## config.mk

```make
export PLATFORM = sky130hd
export DESIGN_NAME = utf8_strict_filter_unit
export DESIGN_NICKNAME = d
export VERILOG_FILES = /design/src/hw/rtl/utf8sf_pkg.sv /design/src/hw/rtl/utf8_strict_filter_unit.sv /design/src/hw/rtl/utf8sf_front.sv /design/src/hw/rtl/utf8sf_queue.sv /design/src/hw/rtl/utf8sf_back.sv
export VERILOG_INCLUDE_DIRS = /design/src /design/src/hw/rtl
export SDC_FILE = /design/constraint.sdc
export NUM_CORES = 1
export LEC_CHECK = 0
export CAP_MARGIN = 20
export CELL_PAD_IN_SITES_DETAIL_PLACEMENT = 0
export CELL_PAD_IN_SITES_GLOBAL_PLACEMENT = 1
export CORE_MARGIN = 1.5
export CORE_UTILIZATION = 60
export DETAILED_ROUTE_END_ITERATION = 12
export DONT_BUFFER_PORTS = 1
export HOLD_SLACK_MARGIN = 0.02
export PLACE_DENSITY_LB_ADDON = 0.05
export SLEW_MARGIN = 20
export SYNTH_ARGS = -nofsm -noshare
export SYNTH_HDL_FRONTEND = slang
export SYNTH_SLANG_ARGS = --single-unit
```

## constraint.sdc

```tcl
create_clock -name clk -period 9.01 [get_ports clk]
set_input_delay 1.3515 -clock clk [delete_from_list [all_inputs] [get_ports clk]]
set_output_delay 1.3515 -clock clk [all_outputs]
set_load 0.1 [all_outputs]
```

## src/hw/rtl/utf8_strict_filter_unit_macros.svh

```systemverilog
// ----------------------------------------------------------------------------
// utf8_strict_filter_unit_macros.svh
// Assertion shorthands shared by the filter RTL.
// ----------------------------------------------------------------------------
`ifndef UTF8_STRICT_FILTER_UNIT_MACROS_SVH
`define UTF8_STRICT_FILTER_UNIT_MACROS_SVH

// Check that cons holds in the same cycle as ante.
`define UTF8SF_ASSERT_SAME(lbl, ante, cons, msg) \
    lbl: assert property (@(posedge clk) disable iff (!rst_n) (ante) |-> (cons)) \
        else $error(msg);

// Check that cons holds in the cycle after ante.
`define UTF8SF_ASSERT_NEXT(lbl, ante, cons, msg) \
    lbl: assert property (@(posedge clk) disable iff (!rst_n) (ante) |=> (cons)) \
        else $error(msg);

`endif

```

## src/hw/rtl/utf8sf_pkg.sv

```systemverilog
// ----------------------------------------------------------------------------
// utf8sf_pkg
// Types, constants and byte classification for the strict UTF-8 filter.
// ----------------------------------------------------------------------------
package utf8sf_pkg;

    // Lead byte ranges
    localparam logic [7:0] CONT_MASK   = 8'hC0;
    localparam logic [7:0] CONT_TAG    = 8'h80;
    localparam logic [7:0] LEAD2_LO    = 8'hC2;
    localparam logic [7:0] LEAD2_HI    = 8'hDF;
    localparam logic [7:0] LEAD3_LO    = 8'hE0;
    localparam logic [7:0] LEAD3_HI    = 8'hEF;
    localparam logic [7:0] LEAD4_LO    = 8'hF0;
    localparam logic [7:0] LEAD4_HI    = 8'hF4;

    // Leads with a narrowed second byte
    localparam logic [7:0] LEAD_E0     = 8'hE0;
    localparam logic [7:0] LEAD_ED     = 8'hED;
    localparam logic [7:0] LEAD_F0     = 8'hF0;
    localparam logic [7:0] LEAD_F4     = 8'hF4;
    localparam logic [7:0] CONT_LO     = 8'h80;
    localparam logic [7:0] CONT_HI     = 8'hBF;
    localparam logic [7:0] E0_SEC_LO   = 8'hA0;
    localparam logic [7:0] ED_SEC_HI   = 8'h9F;
    localparam logic [7:0] F0_SEC_LO   = 8'h90;
    localparam logic [7:0] F4_SEC_HI   = 8'h8F;

    // Sequence length codes
    localparam logic [2:0] LEN_DROP    = 3'd0;
    localparam logic [2:0] LEN_ASCII   = 3'd1;
    localparam logic [2:0] LEN_TWO     = 3'd2;
    localparam logic [2:0] LEN_THREE   = 3'd3;
    localparam logic [2:0] LEN_FOUR    = 3'd4;

    // One queued run: all results caused by one input word
    typedef struct packed {
        logic [3:0][7:0] bytes;     // bytes in output order, index 0 first
        logic [1:0]      last_idx;  // index of the final result of the run
        logic            marker;    // bare end marker, no byte
        logic            eos;       // run closes the stream
    } run_t;

    // Front to queue
    typedef struct packed {
        logic push;
        run_t run;
    } push_t;

    // Queue to back
    typedef struct packed {
        logic avail;
        run_t run;
    } head_t;

    function automatic logic [2:0] lead_len(input logic [7:0] b);
        logic [2:0] len;
        len = LEN_DROP;
        if (b == 8'h00)
            len = LEN_DROP;
        else if (b < CONT_TAG)
            len = LEN_ASCII;
        else if (b >= LEAD2_LO && b <= LEAD2_HI)
            len = LEN_TWO;
        else if (b >= LEAD3_LO && b <= LEAD3_HI)
            len = LEN_THREE;
        else if (b >= LEAD4_LO && b <= LEAD4_HI)
            len = LEN_FOUR;
        return len;
    endfunction

    function automatic logic is_cont(input logic [7:0] b);
        return (b & CONT_MASK) == CONT_TAG;
    endfunction

    function automatic logic second_ok(input logic [7:0] lead, input logic [7:0] b);
        logic ok;
        case (lead)
            LEAD_E0: ok = (b >= E0_SEC_LO) && (b <= CONT_HI);
            LEAD_ED: ok = (b >= CONT_LO) && (b <= ED_SEC_HI);
            LEAD_F0: ok = (b >= F0_SEC_LO) && (b <= CONT_HI);
            LEAD_F4: ok = (b >= CONT_LO) && (b <= F4_SEC_HI);
            default: ok = is_cont(b);
        endcase
        return ok;
    endfunction

endpackage

```

## src/hw/rtl/utf8_strict_filter_unit.sv

```systemverilog
// ----------------------------------------------------------------------------
// utf8_strict_filter_unit: takes one byte per cycle while the run queue has room.
// A run enters the run queue when its input word is accepted and reaches the
// output after earlier runs; its words leave one per cycle while out_ready is high.
// Reset clears the pending sequence, the run queue and the output position.
// ----------------------------------------------------------------------------
`include "utf8_strict_filter_unit_macros.svh"

module utf8_strict_filter_unit #(
    parameter int QUEUE_DEPTH = 4
) (
    input  logic       clk,
    input  logic       rst_n,
    input  logic       in_valid,
    output logic       in_ready,
    input  logic [7:0] in_byte,
    input  logic       last_in,
    output logic       out_valid,
    input  logic       out_ready,
    output logic [7:0] out_byte,
    output logic       has_byte,
    output logic       last_of_run,
    output logic       end_of_stream
);

    utf8sf_pkg::push_t push;
    utf8sf_pkg::head_t head;
    logic              q_full;
    logic              pop;
    logic              in_fire;

    assign in_ready = !q_full;
    assign in_fire  = in_valid && in_ready;

    // Classify words and build runs
    utf8sf_front u_front (
        .clk     (clk),
        .rst_n   (rst_n),
        .in_fire (in_fire),
        .in_byte (in_byte),
        .last_in (last_in),
        .push_o  (push)
    );

    // Buffer runs between the two sides
    utf8sf_queue #(
        .DEPTH (QUEUE_DEPTH)
    ) u_queue (
        .clk    (clk),
        .rst_n  (rst_n),
        .push_i (push),
        .pop    (pop),
        .full   (q_full),
        .head_o (head)
    );

    // Drain runs to the output
    utf8sf_back u_back (
        .clk           (clk),
        .rst_n         (rst_n),
        .head_i        (head),
        .pop           (pop),
        .out_valid     (out_valid),
        .out_ready     (out_ready),
        .out_byte      (out_byte),
        .has_byte      (has_byte),
        .last_of_run   (last_of_run),
        .end_of_stream (end_of_stream)
    );

    // A bare marker closes its run and the stream
    `UTF8SF_ASSERT_SAME(a_marker_shape, out_valid && !has_byte,
        last_of_run && end_of_stream && (out_byte == 8'h00), "malformed end marker")

    // Stream end always falls on a run boundary
    `UTF8SF_ASSERT_SAME(a_eos_closes_run, out_valid && end_of_stream, last_of_run,
        "end of stream inside a run")

    // A final input word always leaves something to deliver
    `UTF8SF_ASSERT_NEXT(a_last_yields_output, in_fire && last_in, out_valid,
        "stream end produced no output")

endmodule

```

## src/hw/rtl/utf8sf_front.sv

```systemverilog
// ----------------------------------------------------------------------------
// utf8sf_front
// Classifies each input word, holds pending sequence bytes and emits runs.
// ----------------------------------------------------------------------------
module utf8sf_front (
    input  logic              clk,
    input  logic              rst_n,
    input  logic              in_fire,
    input  logic [7:0]        in_byte,
    input  logic              last_in,
    output utf8sf_pkg::push_t push_o
);

    logic [7:0] pend_reg [0:2];
    logic [7:0] pend_next [0:2];
    logic [2:0] seq_len_reg, seq_len_next;
    logic [1:0] held_reg, held_next;

    logic [2:0] len;
    logic       ok;
    logic       emit;
    logic [3:0][7:0] run_bytes;
    logic [1:0] run_last;

    // Classify the word against the pending sequence
    always_comb
    begin
        len       = utf8sf_pkg::lead_len(in_byte);
        ok        = 1'b0;
        emit      = 1'b0;
        run_bytes = {4{in_byte}};
        run_last  = 2'd0;
        seq_len_next = seq_len_reg;
        held_next    = held_reg;
        for (int i = 0; i < 3; i++)
        begin
            pend_next[i] = pend_reg[i];
        end

        if (seq_len_reg != utf8sf_pkg::LEN_DROP)
        begin
            if (held_reg == 2'd1)
                ok = utf8sf_pkg::second_ok(pend_reg[0], in_byte);
            else
                ok = utf8sf_pkg::is_cont(in_byte);
        end

        if (ok && ({1'b0, held_reg} + 3'd1 >= seq_len_reg))
        begin
            // complete: release held bytes followed by this word
            emit     = 1'b1;
            run_last = held_reg;
            for (int i = 0; i < 3; i++)
            begin
                if (2'(i) < held_reg)
                    run_bytes[i] = pend_reg[i];
            end
            seq_len_next = utf8sf_pkg::LEN_DROP;
            held_next    = 2'd0;
        end
        else if (ok)
        begin
            // continue: hold this word
            for (int i = 0; i < 3; i++)
            begin
                if (2'(i) == held_reg)
                    pend_next[i] = in_byte;
            end
            held_next = held_reg + 2'd1;
        end
        else
        begin
            // drop anything pending and take the word as a new lead
            seq_len_next = utf8sf_pkg::LEN_DROP;
            held_next    = 2'd0;
            if (len == utf8sf_pkg::LEN_ASCII)
            begin
                emit = 1'b1;
            end
            else if (len != utf8sf_pkg::LEN_DROP)
            begin
                pend_next[0] = in_byte;
                seq_len_next = len;
                held_next    = 2'd1;
            end
        end

        // stream end clears the pending sequence state
        if (last_in)
        begin
            seq_len_next = utf8sf_pkg::LEN_DROP;
            held_next    = 2'd0;
        end

        push_o.push         = in_fire && (emit || last_in);
        push_o.run.bytes    = run_bytes;
        push_o.run.last_idx = emit ? run_last : 2'd0;
        push_o.run.marker   = !emit;
        push_o.run.eos      = last_in;
    end

    // Hold sequence control state
    always_ff @(posedge clk or negedge rst_n)
    begin
        if (!rst_n)
        begin
            seq_len_reg <= utf8sf_pkg::LEN_DROP;
            held_reg    <= 2'd0;
        end
        else if (in_fire)
        begin
            seq_len_reg <= seq_len_next;
            held_reg    <= held_next;
        end
    end

    // Hold pending bytes
    always_ff @(posedge clk)
    begin
        if (in_fire)
        begin
            for (int i = 0; i < 3; i++)
            begin
                pend_reg[i] <= pend_next[i];
            end
        end
    end

endmodule

```

## src/hw/rtl/utf8sf_queue.sv

```systemverilog
// ----------------------------------------------------------------------------
// utf8sf_queue
// Short run queue that decouples the classifier from the serializer.
// ----------------------------------------------------------------------------
module utf8sf_queue #(
    parameter int DEPTH = 4
) (
    input  logic              clk,
    input  logic              rst_n,
    input  utf8sf_pkg::push_t push_i,
    input  logic              pop,
    output logic              full,
    output utf8sf_pkg::head_t head_o
);

    localparam int PW = (DEPTH > 1) ? $clog2(DEPTH) : 1;
    localparam int CW = $clog2(DEPTH + 1);
    localparam logic [PW-1:0] LAST_SLOT = PW'(DEPTH - 1);
    localparam logic [CW-1:0] FULL_CNT  = CW'(DEPTH);

    utf8sf_pkg::run_t mem_reg [0:DEPTH-1];
    logic [PW-1:0] wr_ptr_reg, wr_ptr_next;
    logic [PW-1:0] rd_ptr_reg, rd_ptr_next;
    logic [CW-1:0] count_reg, count_next;
    logic          do_push;
    logic          do_pop;

    assign full        = (count_reg == FULL_CNT);
    assign do_push     = push_i.push && !full;
    assign do_pop      = pop && (count_reg != '0);
    assign head_o.avail = (count_reg != '0);
    assign head_o.run   = mem_reg[rd_ptr_reg];

    // Advance pointers and occupancy
    always_comb
    begin
        wr_ptr_next = wr_ptr_reg;
        rd_ptr_next = rd_ptr_reg;
        count_next  = count_reg;
        if (do_push)
            wr_ptr_next = (wr_ptr_reg == LAST_SLOT) ? '0 : wr_ptr_reg + 1'b1;
        if (do_pop)
            rd_ptr_next = (rd_ptr_reg == LAST_SLOT) ? '0 : rd_ptr_reg + 1'b1;
        if (do_push && !do_pop)
            count_next = count_reg + 1'b1;
        else if (do_pop && !do_push)
            count_next = count_reg - 1'b1;
    end

    always_ff @(posedge clk or negedge rst_n)
    begin
        if (!rst_n)
        begin
            wr_ptr_reg <= '0;
            rd_ptr_reg <= '0;
            count_reg  <= '0;
        end
        else
        begin
            wr_ptr_reg <= wr_ptr_next;
            rd_ptr_reg <= rd_ptr_next;
            count_reg  <= count_next;
        end
    end

    // Store pushed runs
    always_ff @(posedge clk)
    begin
        if (do_push)
            mem_reg[wr_ptr_reg] <= push_i.run;
    end

endmodule

```

## src/hw/rtl/utf8sf_back.sv

```systemverilog
// ----------------------------------------------------------------------------
// utf8sf_back
// Serializes the head run into one output word per handshake.
// ----------------------------------------------------------------------------
module utf8sf_back (
    input  logic              clk,
    input  logic              rst_n,
    input  utf8sf_pkg::head_t head_i,
    output logic              pop,
    output logic              out_valid,
    input  logic              out_ready,
    output logic [7:0]        out_byte,
    output logic              has_byte,
    output logic              last_of_run,
    output logic              end_of_stream
);

    logic [1:0] idx_reg, idx_next;
    logic       at_end;
    logic       fire;

    assign out_valid     = head_i.avail;
    assign fire          = out_valid && out_ready;
    assign at_end        = (idx_reg == head_i.run.last_idx);
    assign has_byte      = !head_i.run.marker;
    assign out_byte      = head_i.run.marker ? 8'h00 : head_i.run.bytes[idx_reg];
    assign last_of_run   = at_end;
    assign end_of_stream = at_end && head_i.run.eos;
    assign pop           = fire && at_end;

    // Advance through the run, wrap on its final word
    always_comb
    begin
        idx_next = idx_reg;
        if (fire)
            idx_next = at_end ? 2'd0 : idx_reg + 2'd1;
    end

    always_ff @(posedge clk or negedge rst_n)
    begin
        if (!rst_n)
            idx_reg <= 2'd0;
        else
            idx_reg <= idx_next;
    end

endmodule

```

==> run metrics, run 1 <==
CTS tree done; max FFs per register 144; RSZ-0062 raised after global routing false; worst min-delay path class register to register; worst path arrival time 3090 ps; fin nets 424; Post-CTS Resized 0; register area share after synthesis 70.0%; vias per cell 6.10; CP top delay family simple AND/OR/NAND/NOR gates; First-pass DRT Iterations 4; CTS H-tree depth 4; final max-slew violation count 0; Post-CTS Hold Fix Bufs 0; Mapped Area 0.00771 mm2; CP max stage delay 910 ps; Max-Cap Viols 0; std cell rows 41; status completed; worst slew pin tran 1140 ps; clock-pin slew on the worst setup and hold paths 60 ps; CTS Sinks 182; grt ovf 0; fin area 0.00849 mm2; # setup viols final 0; Buffers & Inverters on Critical Path 1; Netlist cell types 49; most frequent cell after synthesis edfxtp_1; Power Dens Cells 337 mW/mm2; Avg WL per Cell 23.4 um; Startpoint Class register; Final min period 4440 ps; Fin. Hold Viols 0; I/O pins 26; worst vdd ir 0.000246 V; Synth Instances 389; DR vias 3,549; Async S/R FF share, synth 7.69%; leading area contributor after synthesis edfxtp_1; ANT nets after route 0; required time worst endpoint 7660 ps; post-synth top area share 65.4%; Core Box Area 0.0126 mm2; first-pass GRT wire length 21.1 mm; Yosys warnings 0; Syn Nets 416; Buffers on Ports 0; drc violations 0; Fmax 0.225 GHz; CP Cell Sequence buf_4 > mux4_2 > xnor2_1 > and2_1; Top FF cell, synth edfxtp_1; Initial Util 61.4%; Final period util 49.3%; CTS Buf Count 17; n_diodes 0; root buffer cell clkbuf_16; CTS Buffer Depth 2; CP max stage cell and2_1; fraction of layout cells with a size suffix above 1 24.6%; Setup Skew 6.33 ps; Die Footprint 0.0135 mm2; Filler cells 824; Setup TNS Final 0 ps; crit-path max FO 34; Placed Area 0.00785 mm2; RePlAce Congestion 0.781; vias in the first global route 3,560; Synth area leaders edfxtp_1, mux4_2, dfrtp_1, mux4_1, mux2_2; register area 0.00540 mm2; post-synthesis area per instance 19.8 um2; worst setup path category register to output pin; final WL 13.6 mm; critical path endpoint category output pin; max_slew headroom 24.2%; Commonest cells post-synth edfxtp_1, mux4_2, mux2_2; Area Growth Syn to Fin 10.1%; Static Leak 2.86 nW; largest net degree at the start of global routing 38; Die Width 116 um; die height 116 um; DR iter-0 viols 261; post-CTS setup buffers 0; DP HPWL 7.88 mm; clk_lat worst skew 430 ps; GRT Total Usage 22.6%; Multi-input gate area 0.00217 mm2; Post-synth EDFFs 168; initial antenna violation count 0; Yosys reg bits 182
==> stage by stage <==
stage | cells | setup WS (ps) | utilization, % | total power [mW] | hold slack [ps]
after floorplan | 389 | 4850 | - | 1.98 | 448
after global placement | 550 | 4960 | 62.5 | 2.10 | 481
after detailed placement | 550 | 4970 | 62.5 | 2.11 | 480
after CTS | 582 | 4500 | 67.5 | 2.89 | 493
after global routing | 582 | 4350 | 67.5 | 2.98 | 507
final | 582 | 4570 | 67.5 | 2.86 | 489
==> cell families after synthesis <==
logic type               share of synthesized area [%]
AO/OA/AOI/OAI                                     3.63
XOR/XNOR                                         0.568
adder cells (fa/ha/maj)                           2.37
buffers and inverters                             1.96
flip-flops                                        70.0
multiplexers                                      17.2
AND/OR/NAND/NOR                                   4.27
==> cells in the final DEF (no fill, tap or decap), drive strengths merged, types with 2 or more instances in the layout <==
cell	instances
and3	2
a21oi	4
edfxtp	168
a21o	6
dfrtp	14
o21ai	5
or3	2
a211oi	4
mux4	44
buf	3
nor2	10
o21a	2
clkbuf	19
mux2	26
nand4b	2
clkinv	6
ha	13
xor2	2
and2	15
bufinv	5
nor3	6
nand2	13
and4	2
a31oi	3
or3b	2
a32o	2
inv	14
xnor2	3
==> metal layers <==
layer	vias up	global-route usage (%)	wire length, um
li1	1603	-	-
met4	0	9.35	235
met2	99	35.0	6670
met3	18	4.98	684
met5	-	0	0
met1	1829	31.8	6010
==> power breakdown <==
group          internal [mW]  switching [mW]  total, mW  leakage (nW)
Clock                  0.491           0.298      0.789         0.309
Sequential              1.07          0.0744       1.14          1.70
Combinational          0.313           0.617      0.930         0.854
Total                   1.87           0.990       2.86          2.86
==> area by class of cell <==
cell class | count | share of cell area [%]
sequential | 182 | 63.6
multi-input combinational | 180 | 25.6
clock buffer | 19 | 5.10
tap | 172 | 2.54
clock inverter | 13 | 2.39
inverter | 13 | 0.575
timing repair buffer | 3 | 0.265
==> worst register-to-register path, stage by stage (launching register included) <==
cell     delay, ps
dfrtp_2        420
buf_4          560
mux4_2         600
xnor2_1        160
and2_1         910
nand2_4        130
ha_1           290
inv_1           70
fa_1           410
mux2_2         270
==> path summary, 6_finish.rpt <==
path / from / end / slack (ps) / cells after the start
setup / recovery: u_queue.rd_ptr_reg[0] / last_of_run / 4570 / 4
hold / removal: u_queue.count_reg[2] / u_queue.count_reg[2] / 490 / 1
setup reg to reg: u_queue.rd_ptr_reg[0] / u_queue.count_reg[1] / 5070 / 9
hold reg to reg: u_queue.count_reg[2] / u_queue.count_reg[2] / 490 / 1
max in group asynchronous: rst_n / u_queue.rd_ptr_reg[0] / 8320 / 0
min in group asynchronous: rst_n / u_front.held_reg[0] / 610 / 0
Note: power is estimated with default switching activity, not from simulation.
==> run 2, diff against run 1 <==
- CORE_UTILIZATION: 60 -> 55
- clock period: 9.01 -> 4.35 ns (I/O delays scaled with it)
==> run 2 against run 1 <==
Effect of this change: total power rose by 110%; utilization fell by 4.8 points; non-clock buffer count rose by 17; final area rose by 1.8%; clock power rose by 100%; global-route usage fell by 1.5 points; sequential cell count did not move; clock skew rose by 4.8 ps; critical path depth rose by 1; via count rose by 2.4%; sequential share of layout area fell by 1.1 points; critical path type unchanged; largest cell class unchanged.
==> run metrics, run 2 (synthesis results as in run 1) <==
Final min period 3790 ps; max_slew headroom 35.0%; fin nets 441; final core utilization 62.7%; CTS tree done; crit-path max FO 21; reg-to-reg setup timing slack 1080 ps; RSZ-0062 raised after global routing false; RePlAce Congestion 0.727; Power Dens Cells 699 mW/mm2; grt ovf 0; r2r worst-path depth 13; GRT Total Usage 21.1%; max FFs per register 144; DP HPWL 8.76 mm; first-pass GRT wire length 21.8 mm; Pwr Total 6.04 mW; n_diodes 0; Post-CTS Hold Fix Bufs 1; worst path arrival time 3140 ps; critical path endpoint category output pin; I/O pins 26; Post-CTS Resized 0; status completed; Startpoint Class register; vias in the first global route 3,796; CP startpoint u_queue.rd_ptr_reg[0]; root buffer cell clkbuf_16; Setup Skew 11.2 ps; Setup TNS Final 0 ps; Area Growth Syn to Fin 12.1%; clock-pin slew on the worst setup and hold paths 70 ps; Buffers on Ports 0; final WL 14.3 mm; Core Box Area 0.0138 mm2; Filler cells 1,014; DR iter-0 viols 317; CTS Buffer Depth 2; worst setup path end out_byte[5]; Avg WL per Cell 23.5 um; drc violations 0; most frequent cells in the layout edfxtp_1, mux4_2, mux2_2, clkbuf_16, buf_4; Initial Util 56.0%; CTS H-tree depth 4; reg2reg end u_queue.count_reg[2]; Die Footprint 0.0147 mm2; clk_lat worst skew 430 ps; ANT nets after route 0; CTS Buf Count 17; DR vias 3,635; required time worst endpoint 3700 ps; fraction of layout cells with a size suffix above 1 27.4%; most common cell after layout, fill and taps aside edfxtp_1; Max-Cap Viols 0; worst slew pin tran 974 ps; worst setup path category register to output pin; final max-slew violation count 0; Die Width 121 um; Fin. Hold Viols 0; First-pass DRT Iterations 4; initial antenna violation count 0; Fmax 0.264 GHz; post-CTS setup buffers 0; largest net degree at the start of global routing 22; vias per cell 5.99; Static Leak 2.94 nW; R2R Path Start u_front.held_reg[0]; die height 121 um; Final period util 87.2%; worst min-delay path class primary input to register; CTS Sinks 182; std cell rows 43; worst vdd ir 0.000387 V; # setup viols final 0
==> run 2: changes by cell type in the layout (fill, tap and decap cells not counted), sizes merged <==
cell         before  now
clkbuf           19   18
clkinvlp          1    3
dlygate4sd3       0    1
bufinv            5    4
buf               3   19
==> run 2: cell type report <==
cell class / count / area, um2 / area share, %
Sequential cell: 182 / 5400 / 62.4
Multi-Input combinational cell: 180 / 2170 / 25.1
Clock buffer: 18 / 429 / 4.97
Tap cell: 180 / 225 / 2.61
Timing Repair Buffer: 20 / 190 / 2.20
Clock inverter: 14 / 183 / 2.11
Inverter: 13 / 48.8 / 0.565
==> run 2: worst min-delay path by stage <==
stage	startpoint	to	slack [ps]	depth (start not counted)
floorplan	rst_n	u_back.idx_reg[0]	360	0
global placement	rst_n	u_queue.count_reg[2]	360	0
detailed placement	rst_n	u_queue.count_reg[2]	360	0
CTS	in_byte[6]	u_front.pend_reg[0][14]	300	0
global route	in_byte[6]	u_front.pend_reg[0][14]	300	0
finish	in_byte[6]	u_front.pend_reg[0][14]	310	0
==> run 2: power breakdown <==
group / switching, mW / total, mW / internal, mW
Sequential: 0.203 / 2.41 / 2.20
Combinational: 1.27 / 2.05 / 0.778
Clock: 0.629 / 1.58 / 0.956
Total: 2.10 / 6.04 / 3.94
==> run 2: per-layer routing <==
metal	wire length [um]	vias up	part of all wire [%]	global-route usage [%]
met1	6180	1893	43	28.9
met3	678	11	4.8	4.61
met4	142	0	1.0	7.65
met2	7260	89	51	33.7
met5	0	-	0	0
li1	-	1642	-	-
==> run 2: through the flow <==
step | setup WS (ps) | std cells | hold WS (ps) | instance area, um2
floorplan | 890 | 389 | 357 | 7710
global placement | 961 | 574 | 357 | 8020
detailed placement | 934 | 574 | 357 | 8020
CTS | 475 | 607 | 301 | 8640
global route | 369 | 607 | 297 | 8640
finish | 555 | 607 | 311 | 8640
==> run 2: worst max-delay path: stages (launching register included) <==
cell	delay, ps
dfrtp_2	740
buf_4	480
mux4_1	610
mux4_2	460
and2_1	160
buf_4	220
